**config.mk**
```make
export PLATFORM = sky130hd
export DESIGN_NAME = lru_keyed_result_cache_core
export DESIGN_NICKNAME = d
export VERILOG_FILES = /design/src/rtl/lrukc_pkg.sv /design/src/rtl/lrukc_cell.sv /design/src/rtl/lru_keyed_result_cache_core.sv
export VERILOG_INCLUDE_DIRS = /design/src /design/src/rtl
export SDC_FILE = /design/constraint.sdc
export NUM_CORES = 1
export LEC_CHECK = 0
export BUFFER_PORTS_ARGS = -buffer_cell sky130_fd_sc_hd__clkbuf_2
export CAP_MARGIN = 10
export CELL_PAD_IN_SITES_DETAIL_PLACEMENT = 1
export CELL_PAD_IN_SITES_GLOBAL_PLACEMENT = 2
export CORE_MARGIN = 2
export CORE_UTILIZATION = 44
export DETAILED_ROUTE_END_ITERATION = 8
export GPL_TIMING_DRIVEN = 0
export PLACE_DENSITY_LB_ADDON = 0.1
export RECOVER_POWER = 100
export SYNTH_ARGS = -nofsm -noshare
export SYNTH_HDL_FRONTEND = slang
export SYNTH_HIERARCHICAL = 1
export SYNTH_SLANG_ARGS = --single-unit
```
**constraint.sdc**
```tcl
create_clock -name i_clk -period 12.8 [get_ports i_clk]
set_input_delay 3.84 -clock i_clk [delete_from_list [all_inputs] [get_ports i_clk]]
set_output_delay 3.84 -clock i_clk [all_outputs]
set_load 0.02 [all_outputs]
```
**src/rtl/lru_keyed_result_cache_core_macros.svh**
```systemverilog
// Assertion macros shared by the keyed result cache RTL.
`ifndef LRU_KEYED_RESULT_CACHE_CORE_MACROS_SVH
`define LRU_KEYED_RESULT_CACHE_CORE_MACROS_SVH

// Same-cycle implication, checked outside reset.
`define LRUKC_ASSERT_NOW(label, clk, rst_n, ante, cons) \
    label: assert property (@(posedge clk) disable iff (!rst_n) (ante) |-> (cons)) \
        else $error("assertion failed in keyed result cache");

// Next-cycle implication, checked outside reset.
`define LRUKC_ASSERT_NEXT(label, clk, rst_n, ante, cons) \
    label: assert property (@(posedge clk) disable iff (!rst_n) (ante) |=> (cons)) \
        else $error("assertion failed in keyed result cache");

`endif

```
**src/rtl/lrukc_pkg.sv**
```systemverilog
// Package with the shared types and operation codes of the keyed result cache.
package lrukc_pkg;

    typedef enum logic [1:0] {
        OP_LOOKUP = 2'd0,
        OP_INSERT = 2'd1,
        OP_CLEAR  = 2'd2
    } t_op;

    typedef struct packed {
        logic [63:0] hash;
        logic [31:0] length;
    } t_key;

    typedef struct packed {
        logic live;
        logic shift;
    } t_cell_ctrl;

endpackage

```
**src/rtl/lrukc_cell.sv**
```systemverilog
// One slot of the recency-ordered entry chain: key and value storage plus match logic.
module lrukc_cell #(
    parameter int VALUE_BITS = 16
) (
    input  logic                  i_clk,
    input  lrukc_pkg::t_key       i_query,
    input  lrukc_pkg::t_cell_ctrl i_ctrl,
    input  logic                  i_hit_in,
    input  logic [VALUE_BITS-1:0] i_hit_val_in,
    output logic                  o_hit_out,
    output logic [VALUE_BITS-1:0] o_hit_val_out,
    input  lrukc_pkg::t_key       i_prev_key,
    input  logic [VALUE_BITS-1:0] i_prev_val,
    output lrukc_pkg::t_key       o_key,
    output logic [VALUE_BITS-1:0] o_val
);
    import lrukc_pkg::*;

    t_key                  r_key;
    logic [VALUE_BITS-1:0] r_val;
    logic                  match;

    // The frontmost match wins, so a hit from an earlier slot passes straight through.
    assign match         = i_ctrl.live && (r_key == i_query);
    assign o_hit_out     = i_hit_in | match;
    assign o_hit_val_out = (!i_hit_in && match) ? r_val : i_hit_val_in;

    always_ff @(posedge i_clk) begin
        if (i_ctrl.shift) begin
            r_key <= i_prev_key;
            r_val <= i_prev_val;
        end
    end

    assign o_key = r_key;
    assign o_val = r_val;

endmodule

```
**src/rtl/lru_keyed_result_cache_core.sv**
```systemverilog
// Top level of the keyed result cache: a move-to-front chain of entry slots.
// A result is registered and offered in the cycle after its transaction is accepted.
// Throughput: one transaction per cycle while results are taken; the ripple match chain
// through CACHE_ENTRIES slots and the shift it drives set the cycle time.
// Reset (synchronous, active low) empties the cache and the output register; the slot
// contents are not reset and are only read below the live entry count.
module lru_keyed_result_cache_core #(
    parameter int CACHE_ENTRIES = 4,
    parameter int VALUE_BITS    = 16
) (
    input  logic                  i_clk,
    input  logic                  i_rst_n,
    input  logic                  i_valid,
    output logic                  o_ready,
    input  logic [1:0]            i_op,
    input  logic [63:0]           i_key_hash,
    input  logic [31:0]           i_key_length,
    input  logic [VALUE_BITS-1:0] i_value_in,
    output logic                  o_valid,
    input  logic                  i_ready,
    output logic                  o_hit,
    output logic [VALUE_BITS-1:0] o_value_out
);
    import lrukc_pkg::*;

    `include "lru_keyed_result_cache_core_macros.svh"

    localparam int CNT_W = $clog2(CACHE_ENTRIES + 1);

    // Slot 0 is the most recently used entry; each slot hands its contents to the
    // next one back whenever it is told to shift.
    t_key                  query;
    t_key                  front_key;
    logic [VALUE_BITS-1:0] front_val;
    logic                  accept;
    logic                  is_lookup;
    logic                  is_insert;
    logic                  is_clear;
    logic                  final_hit;
    logic [VALUE_BITS-1:0] final_val;

    logic                  hit_chain [CACHE_ENTRIES+1];
    logic [VALUE_BITS-1:0] val_chain [CACHE_ENTRIES+1];
    t_key                  cell_key  [CACHE_ENTRIES];
    logic [VALUE_BITS-1:0] cell_val  [CACHE_ENTRIES];
    t_cell_ctrl            cell_ctrl [CACHE_ENTRIES];

    logic [CNT_W-1:0]      r_count;
    logic [CNT_W-1:0]      n_count;
    logic                  r_out_valid;
    logic                  n_out_valid;
    logic                  r_hit;
    logic                  n_hit;
    logic [VALUE_BITS-1:0] r_value;
    logic [VALUE_BITS-1:0] n_value;

    // The output register frees up either when it is empty or when its result is taken
    // in this same cycle, so transactions can stream at one per cycle while results are taken.
    assign o_ready   = !r_out_valid || i_ready;
    assign accept    = i_valid && o_ready;
    assign is_lookup = (i_op == OP_LOOKUP);
    assign is_insert = (i_op == OP_INSERT);
    assign is_clear  = (i_op == OP_CLEAR);

    assign query.hash   = i_key_hash;
    assign query.length = i_key_length;

    assign hit_chain[0] = 1'b0;
    assign val_chain[0] = '0;
    assign final_hit    = hit_chain[CACHE_ENTRIES];
    assign final_val    = val_chain[CACHE_ENTRIES];

    // The front slot receives the presented key whenever it shifts: on an insert together with the
    // new value, on a lookup hit together with the value found, which moves that entry
    // to the front. Its key is identical to the query, so no key needs to be carried.
    assign front_key = query;
    assign front_val = is_insert ? i_value_in : final_val;

    for (genvar k = 0; k < CACHE_ENTRIES; k++) begin : g_cell
        // A slot shifts on every insert, and on a lookup hit when the frontmost match
        // lies at or behind it; slots behind the matching entry keep their contents.
        assign cell_ctrl[k].live  = (CNT_W'(k) < r_count);
        assign cell_ctrl[k].shift = accept &&
                                    (is_insert || (is_lookup && final_hit && !hit_chain[k]));

        if (k == 0) begin : g_front
            lrukc_cell #(
                .VALUE_BITS (VALUE_BITS)
            ) u_cell (
                .i_clk         (i_clk),
                .i_query       (query),
                .i_ctrl        (cell_ctrl[k]),
                .i_hit_in      (hit_chain[k]),
                .i_hit_val_in  (val_chain[k]),
                .o_hit_out     (hit_chain[k+1]),
                .o_hit_val_out (val_chain[k+1]),
                .i_prev_key    (front_key),
                .i_prev_val    (front_val),
                .o_key         (cell_key[k]),
                .o_val         (cell_val[k])
            );
        end else begin : g_back
            lrukc_cell #(
                .VALUE_BITS (VALUE_BITS)
            ) u_cell (
                .i_clk         (i_clk),
                .i_query       (query),
                .i_ctrl        (cell_ctrl[k]),
                .i_hit_in      (hit_chain[k]),
                .i_hit_val_in  (val_chain[k]),
                .o_hit_out     (hit_chain[k+1]),
                .o_hit_val_out (val_chain[k+1]),
                .i_prev_key    (cell_key[k-1]),
                .i_prev_val    (cell_val[k-1]),
                .o_key         (cell_key[k]),
                .o_val         (cell_val[k])
            );
        end
    end

    // Entry count: a clear empties the list, an insert grows it until the cache is full,
    // after which the entry in the last slot simply falls off the end of the chain.
    always_comb begin
        n_count = r_count;
        if (accept) begin
            if (is_clear) begin
                n_count = '0;
            end else if (is_insert && (r_count < CNT_W'(CACHE_ENTRIES))) begin
                n_count = r_count + CNT_W'(1);
            end
        end
    end

    // Every accepted transaction produces exactly one result; only a lookup can hit.
    always_comb begin
        n_out_valid = r_out_valid;
        n_hit       = r_hit;
        n_value     = r_value;
        if (accept) begin
            n_out_valid = 1'b1;
            n_hit       = is_lookup && final_hit;
            n_value     = (is_lookup && final_hit) ? final_val : '0;
        end else if (i_ready) begin
            n_out_valid = 1'b0;
        end
    end

    always_ff @(posedge i_clk) begin
        if (!i_rst_n) begin
            r_count     <= '0;
            r_out_valid <= 1'b0;
        end else begin
            r_count     <= n_count;
            r_out_valid <= n_out_valid;
        end
    end

    always_ff @(posedge i_clk) begin
        r_hit   <= n_hit;
        r_value <= n_value;
    end

    assign o_valid     = r_out_valid;
    assign o_hit       = r_hit;
    assign o_value_out = r_value;

    `LRUKC_ASSERT_NOW(a_count_bounded, i_clk, i_rst_n, 1'b1, r_count <= CNT_W'(CACHE_ENTRIES))
    `LRUKC_ASSERT_NEXT(a_clear_empties, i_clk, i_rst_n, accept && is_clear, r_count == '0)
    `LRUKC_ASSERT_NEXT(a_insert_grows, i_clk, i_rst_n, accept && is_insert && (r_count < CNT_W'(CACHE_ENTRIES)), r_count == $past(r_count) + CNT_W'(1))
    `LRUKC_ASSERT_NEXT(a_hit_at_front, i_clk, i_rst_n, accept && is_lookup && final_hit, r_hit && (cell_val[0] == r_value) && (cell_key[0] == $past(query)))

endmodule

```
; ---- Yosys cells after proc, flatten, opt, wreduce, memory -nomap -nowiden
; Cells that the tools add are included.
[totals]
ff_bits = 469
in_bits = 118
wordCells = 70
[op_classes]
n_addsub = 1
order_cmp = 5
eq_ne = 6
mux = 9
bitwise = 3
n_reduce_logical = 30
[ops]
columns = cell, n
row1 = $eq 96x96->1, 4
row2 = $mux 16, 5
row3 = $logic_and 1x1->1, 17
row4 = $lt 1x3->1 const A, 2
row5 = $lt 2x3->1 const A, 2
row6 = $mux 3, 2
row7 = $logic_or 1x1->1, 5
row8 = $logic_not 1->1, 4
row9 = $reduce_bool 2->1, 2
row10 = $add 3x1->3 const B, 1
row11 = $lt 3x3->1 const B, 1
row12 = $or 1x1->1, 3
row13 = $eq 2x1->1 const B, 1
row14 = $eq 2x2->1 const B, 1
row15 = $logic_not 2->1, 1
row16 = $mux 1, 2
row17 = $reduce_and 2->1, 1

; ---- Depth between registers and ports, before layout
[depth]
depth_word = 9
depth_mapped = 14
mapped_depth_nobuf = 12

; ---- Cells and area by module
; The synthesis kept the hierarchy.
[by_module_without_submodules]
columns = mod, instances, cells_per_inst, area_each_um2, seq_area_each_um2
row1 = lrukc_cell, 4, 303, 4850.9, 3363.2
row2 = lru_keyed_result_cache_core, 1, 93, 1126.1, 590.6

; ---- Worst setup path after synthesis
; Ideal clock, no wire load.
[synth_path]
path_kind = input port to flip-flop
start = in i_key_length[17]
end = reg g_cell[1].g_back.u_cell.r_key (netlist bit g_cell[1].g_back.u_cell/o_key[0]) (enable)
setup_time_ps = 620
arrival_ps = 10865
slack_ps = 1315
path_stages = 10
path_buffers = 0
path_cell_list = nor2b_1 > a2111oi_1 > nand4_1 > nor3_2 > a31o_2 > a31o_2 > a31o_2 > a31o_2 > o2111ai_1 > a21oi_1
[synth_rtl]
columns = element, line
row1 = start: declaration, lru_keyed_result_cache_core.sv:17  ; input logic [31:0] i_key_length,
row2 = end signal: assignment, lrukc_cell.sv:30  ; r_key <= i_prev_key;
row3 = end: declaration, lrukc_cell.sv:19  ; t_key r_key;

==> flow_metrics.tcl <==
set metrics [dict create \
    grt.overflow.total 0 \
    cts_root_buffer "clkbuf_16" \
    tightest_slew_ps 2370 \
    grt_pass1_vias 12418 \
    relSlewSlack_pct -58.7 \
    cp_cell_sequence "clkbuf_1 -> nor2b_1 -> a2111oi_1 -> nand4_1 -> nor3_2 -> a31o_1 -> a31o_1 -> a31o_2 -> a31o_2 -> o2111ai_1 -> a21oi_1 -> clkbuf_1 -> clkbuf_1 -> clkbuf_1" \
    synth-seq-area-share_pct 68.4 \
    multi_input_area_sq_um 6020 \
    worstHoldPathCells 0 \
    dieArea_sq_um 48400 \
    layout_commonest_cell "edfxtp_1" \
    dieHeight_um 220 \
    cts_buffers 52 \
    p_clk_share_pct 44.0 \
    first_pass_iters 7 \
    vias 11493 \
    drc 0 \
    ys_ff_latch 469 \
    sequentialPowerShare_pct 49.9 \
    crit_family "compound AO/OA/AOI/OAI gates" \
    clkLatencyLatePin_ps 600 \
    rows 79 \
    synth.avg_cell_area_sq_um 15.7 \
    syn_to_final_growth_pct 15.5 \
    cp_slowest_cell "clkbuf_1" \
    core_sq_um 46300 \
    cts_hold_buf 0 \
    fin_ws_ps 2530 \
    final_cells 2180 \
    io-pin-count 137 \
    path_buf_inv 4 \
    final_cell_mix "465 x edfxtp_1, 137 x clkbuf_1, 128 x xnor2_1" \
    vias_per_cell 5.27 \
    async_flop_share_pct 0 \
    drt_iter0_drc 699 \
    irDropWorstVdd_v 0.000172 \
    cpPeakStageDelay_ps 1150 \
    start_util_pct 44.4 \
    dp_hpwl_um 36600 \
    p_sw_share_pct 22.1 \
    dp_slack_ps 4070 \
    p_int_mw 2.76 \
    place_congestion 0.814 \
    hold_viol_final 0 \
    cts_tree "done" \
    drive_above_1_share_pct 11.9 \
    drv_slew 114 \
    rsz0062_at_grt "false" \
    yosysUniqueCellTypes 48 \
    rr_worst_depth 12 \
    grt_pass1_wl_um 74700 \
    startpoint_type "input pin" \
    outcome "complete, but fails checks" \
    ys.flop_type "edfxtp_1" \
    arrival_ps 10460 \
    syn-cell-area_sq_um 20500 \
    regArea_sq_um 14000 \
    fin_worst_skew_ps 21.1 \
    antenna_found_initial 3 \
    power.density_nw_per_um2 149 \
    die_w_um 220 \
    final.min_clock_period_ps 10270 \
    p_leak_nw 8.01 \
    htreeDepth 2 \
    grtUsageTotal_pct 21.0 \
    whs_ps 442 \
    worstPathRequired_ps 12990 \
    hold_end "g_cell[2].g_back.u_cell/o_val[13]$_DFFE_PP_" \
    portBuffers 136 \
    cp-end-kind "flip-flop" \
    clock-sinks 469 \
    hp-start "g_cell[1].g_back.u_cell/o_val[13]$_DFFE_PP_" \
    antenna_left 0 \
    crit_top_cell "clkbuf_1" \
    setup_violations 0 \
    cap_violations 5 \
    combPwrFrac_pct 6.2 \
    fill_cells 4521 \
    finalInstanceArea_sq_um 23700 \
    clock.fmax_ghz 0.0974 \
    grt_max_degree 65 \
    failed_checks "capacitance limit, slew limit" \
    drt_wl_total_um 49400 \
    rr_startpoint "g_cell[0].g_front.u_cell/o_key[11]$_DFFE_PP_" \
    switchingPower_mw 0.784 \
    synth-edff-count 465 \
    critPathMaxFanout 23 \
    wl_per_cell_um 22.6 \
    place_area_sq_um 22500 \
    finalCritPeriodShare_pct 80.2 \
    crit_type "in -> reg" \
    cts_resized 0 \
    synth_warnings 6 \
    crit-reg2reg-capture "g_cell[1].g_back.u_cell/o_key[18]$_DFFE_PP_" \
    cts_setup_buffers 0 \
    min_path_type "reg -> reg" \
    synthCells 1305 \
    numPlacedInstances 2083 \
    rrSetupSlack_ps 5720 \
    clockBufferDepth 3 \
    cts.clk_slew.worst_paths_ps 60 \
    nets 1649 \
]
==> synthesized netlist by cell type (5+ instances only) <==
master | number | area share [%]
nor4_1 | 36 | 1.1
nor2_1 | 16 | 0.29
edfxtp_1 | 465 | 68
mux2_2 | 40 | 2.2
xnor2_1 | 128 | 5.5
and4_1 | 8 | 0.34
buf_6 | 5 | 0.27
and2_1 | 17 | 0.52
nor3_2 | 8 | 0.39
o2111ai_1 | 17 | 0.73
a2111oi_2 | 8 | 0.59
xor2_1 | 120 | 5.1
nand4_1 | 48 | 1.5
a21oi_1 | 11 | 0.27
nor2b_1 | 76 | 2.3
nand2b_1 | 51 | 1.6
nor3_1 | 5 | 0.12
a2111oi_0 | 12 | 0.51
inv_1 | 97 | 1.8
mux2_4 | 40 | 2.9
o22ai_1 | 32 | 0.98
==> registers in the layout (all words and copies together), names as in the netlist <==
signal / flops
g_cell.g_back.u_cell/o_key: 288
g_cell.g_front.u_cell/o_key: 96
g_cell.g_back.u_cell/o_val: 48
g_cell.g_front.u_cell/o_val: 16
o_value_out: 16
r_count: 3
o_hit: 1
o_valid: 1
==> layer usage <==
layer	track usage, %	vias up	wire (um)
li1	-	5364	-
met1	25.8	5811	19900
met2	37.1	235	25400
met4	6.06	2	1230
met5	0	-	13
met3	4.75	81	2840
==> cells by family (layout without fill, tap and decap cells) <==
logic type      Yosys count  count (layout)  share of synthesized area (%)
simple gates            280             280                           8.85
fa+ha+maj                 1               1                         0.0609
compound gates          119             119                           4.81
flops                   469             469                           68.4
xor+xnor                248             248                           10.6
buf+inv                 107             357                           2.15
other cells               1              19                         0.0183
mux                      80              80                           5.12
==> power groups by stage <==
| stage | logic [mW] | registers, mW | clock network [mW] |
|---|---|---|---|
| final | 0.219 | 1.77 | 1.56 |
| after global routing | 0.241 | 1.77 | 1.66 |
| after CTS | 0.242 | 1.77 | 1.60 |
| after detailed placement | 0.241 | 1.80 | 0 |
| after global placement | 0.219 | 1.81 | 0 |
| after floorplan | 0.121 | 1.81 | 0 |
==> worst max-delay path by stage <==
stage,to,depth (start not counted),from
6_report,g_cell[1].g_back.u_cell/o_key[18]$_DFFE_PP_,14,i_key_length[9]
5_1_grt,g_cell[1].g_back.u_cell/o_key[65]$_DFFE_PP_,14,i_key_hash[44]
4_1_cts,o_ready,4,i_ready
3_5_place_dp,g_cell[2].g_back.u_cell/o_key[91]$_DFFE_PP_,15,i_key_length[9]
3_3_place_gp,g_cell[1].g_back.u_cell/o_key[57]$_DFFE_PP_,11,i_key_length[17]
2_1_floorplan,g_cell[1].g_back.u_cell/o_key[0]$_DFFE_PP_,10,i_key_length[17]
==> through the flow <==
stage / total power, mW / TNS (ps) / util [%]
after CTS: 3.61 / 0 / 52.5
after global routing: 3.67 / 0 / 51.3
after global placement: 2.03 / -1194870 / 47.6
after floorplan: 1.93 / 0 / -
final: 3.54 / 0 / 51.3
after detailed placement: 2.04 / 0 / 48.7
==> final cells by class <==
class,count,share of cell area [%]
flip-flops and latches,469,59.2
clock buffers,55,5.62
well taps,607,3.20
diodes,1,0.0106
clock inverters,41,1.84
plain buffers,10,0.259
multi-input cells,746,25.4
inverters,97,1.54
repair buffers,154,2.92
Power figures use the tool's default switching activity.
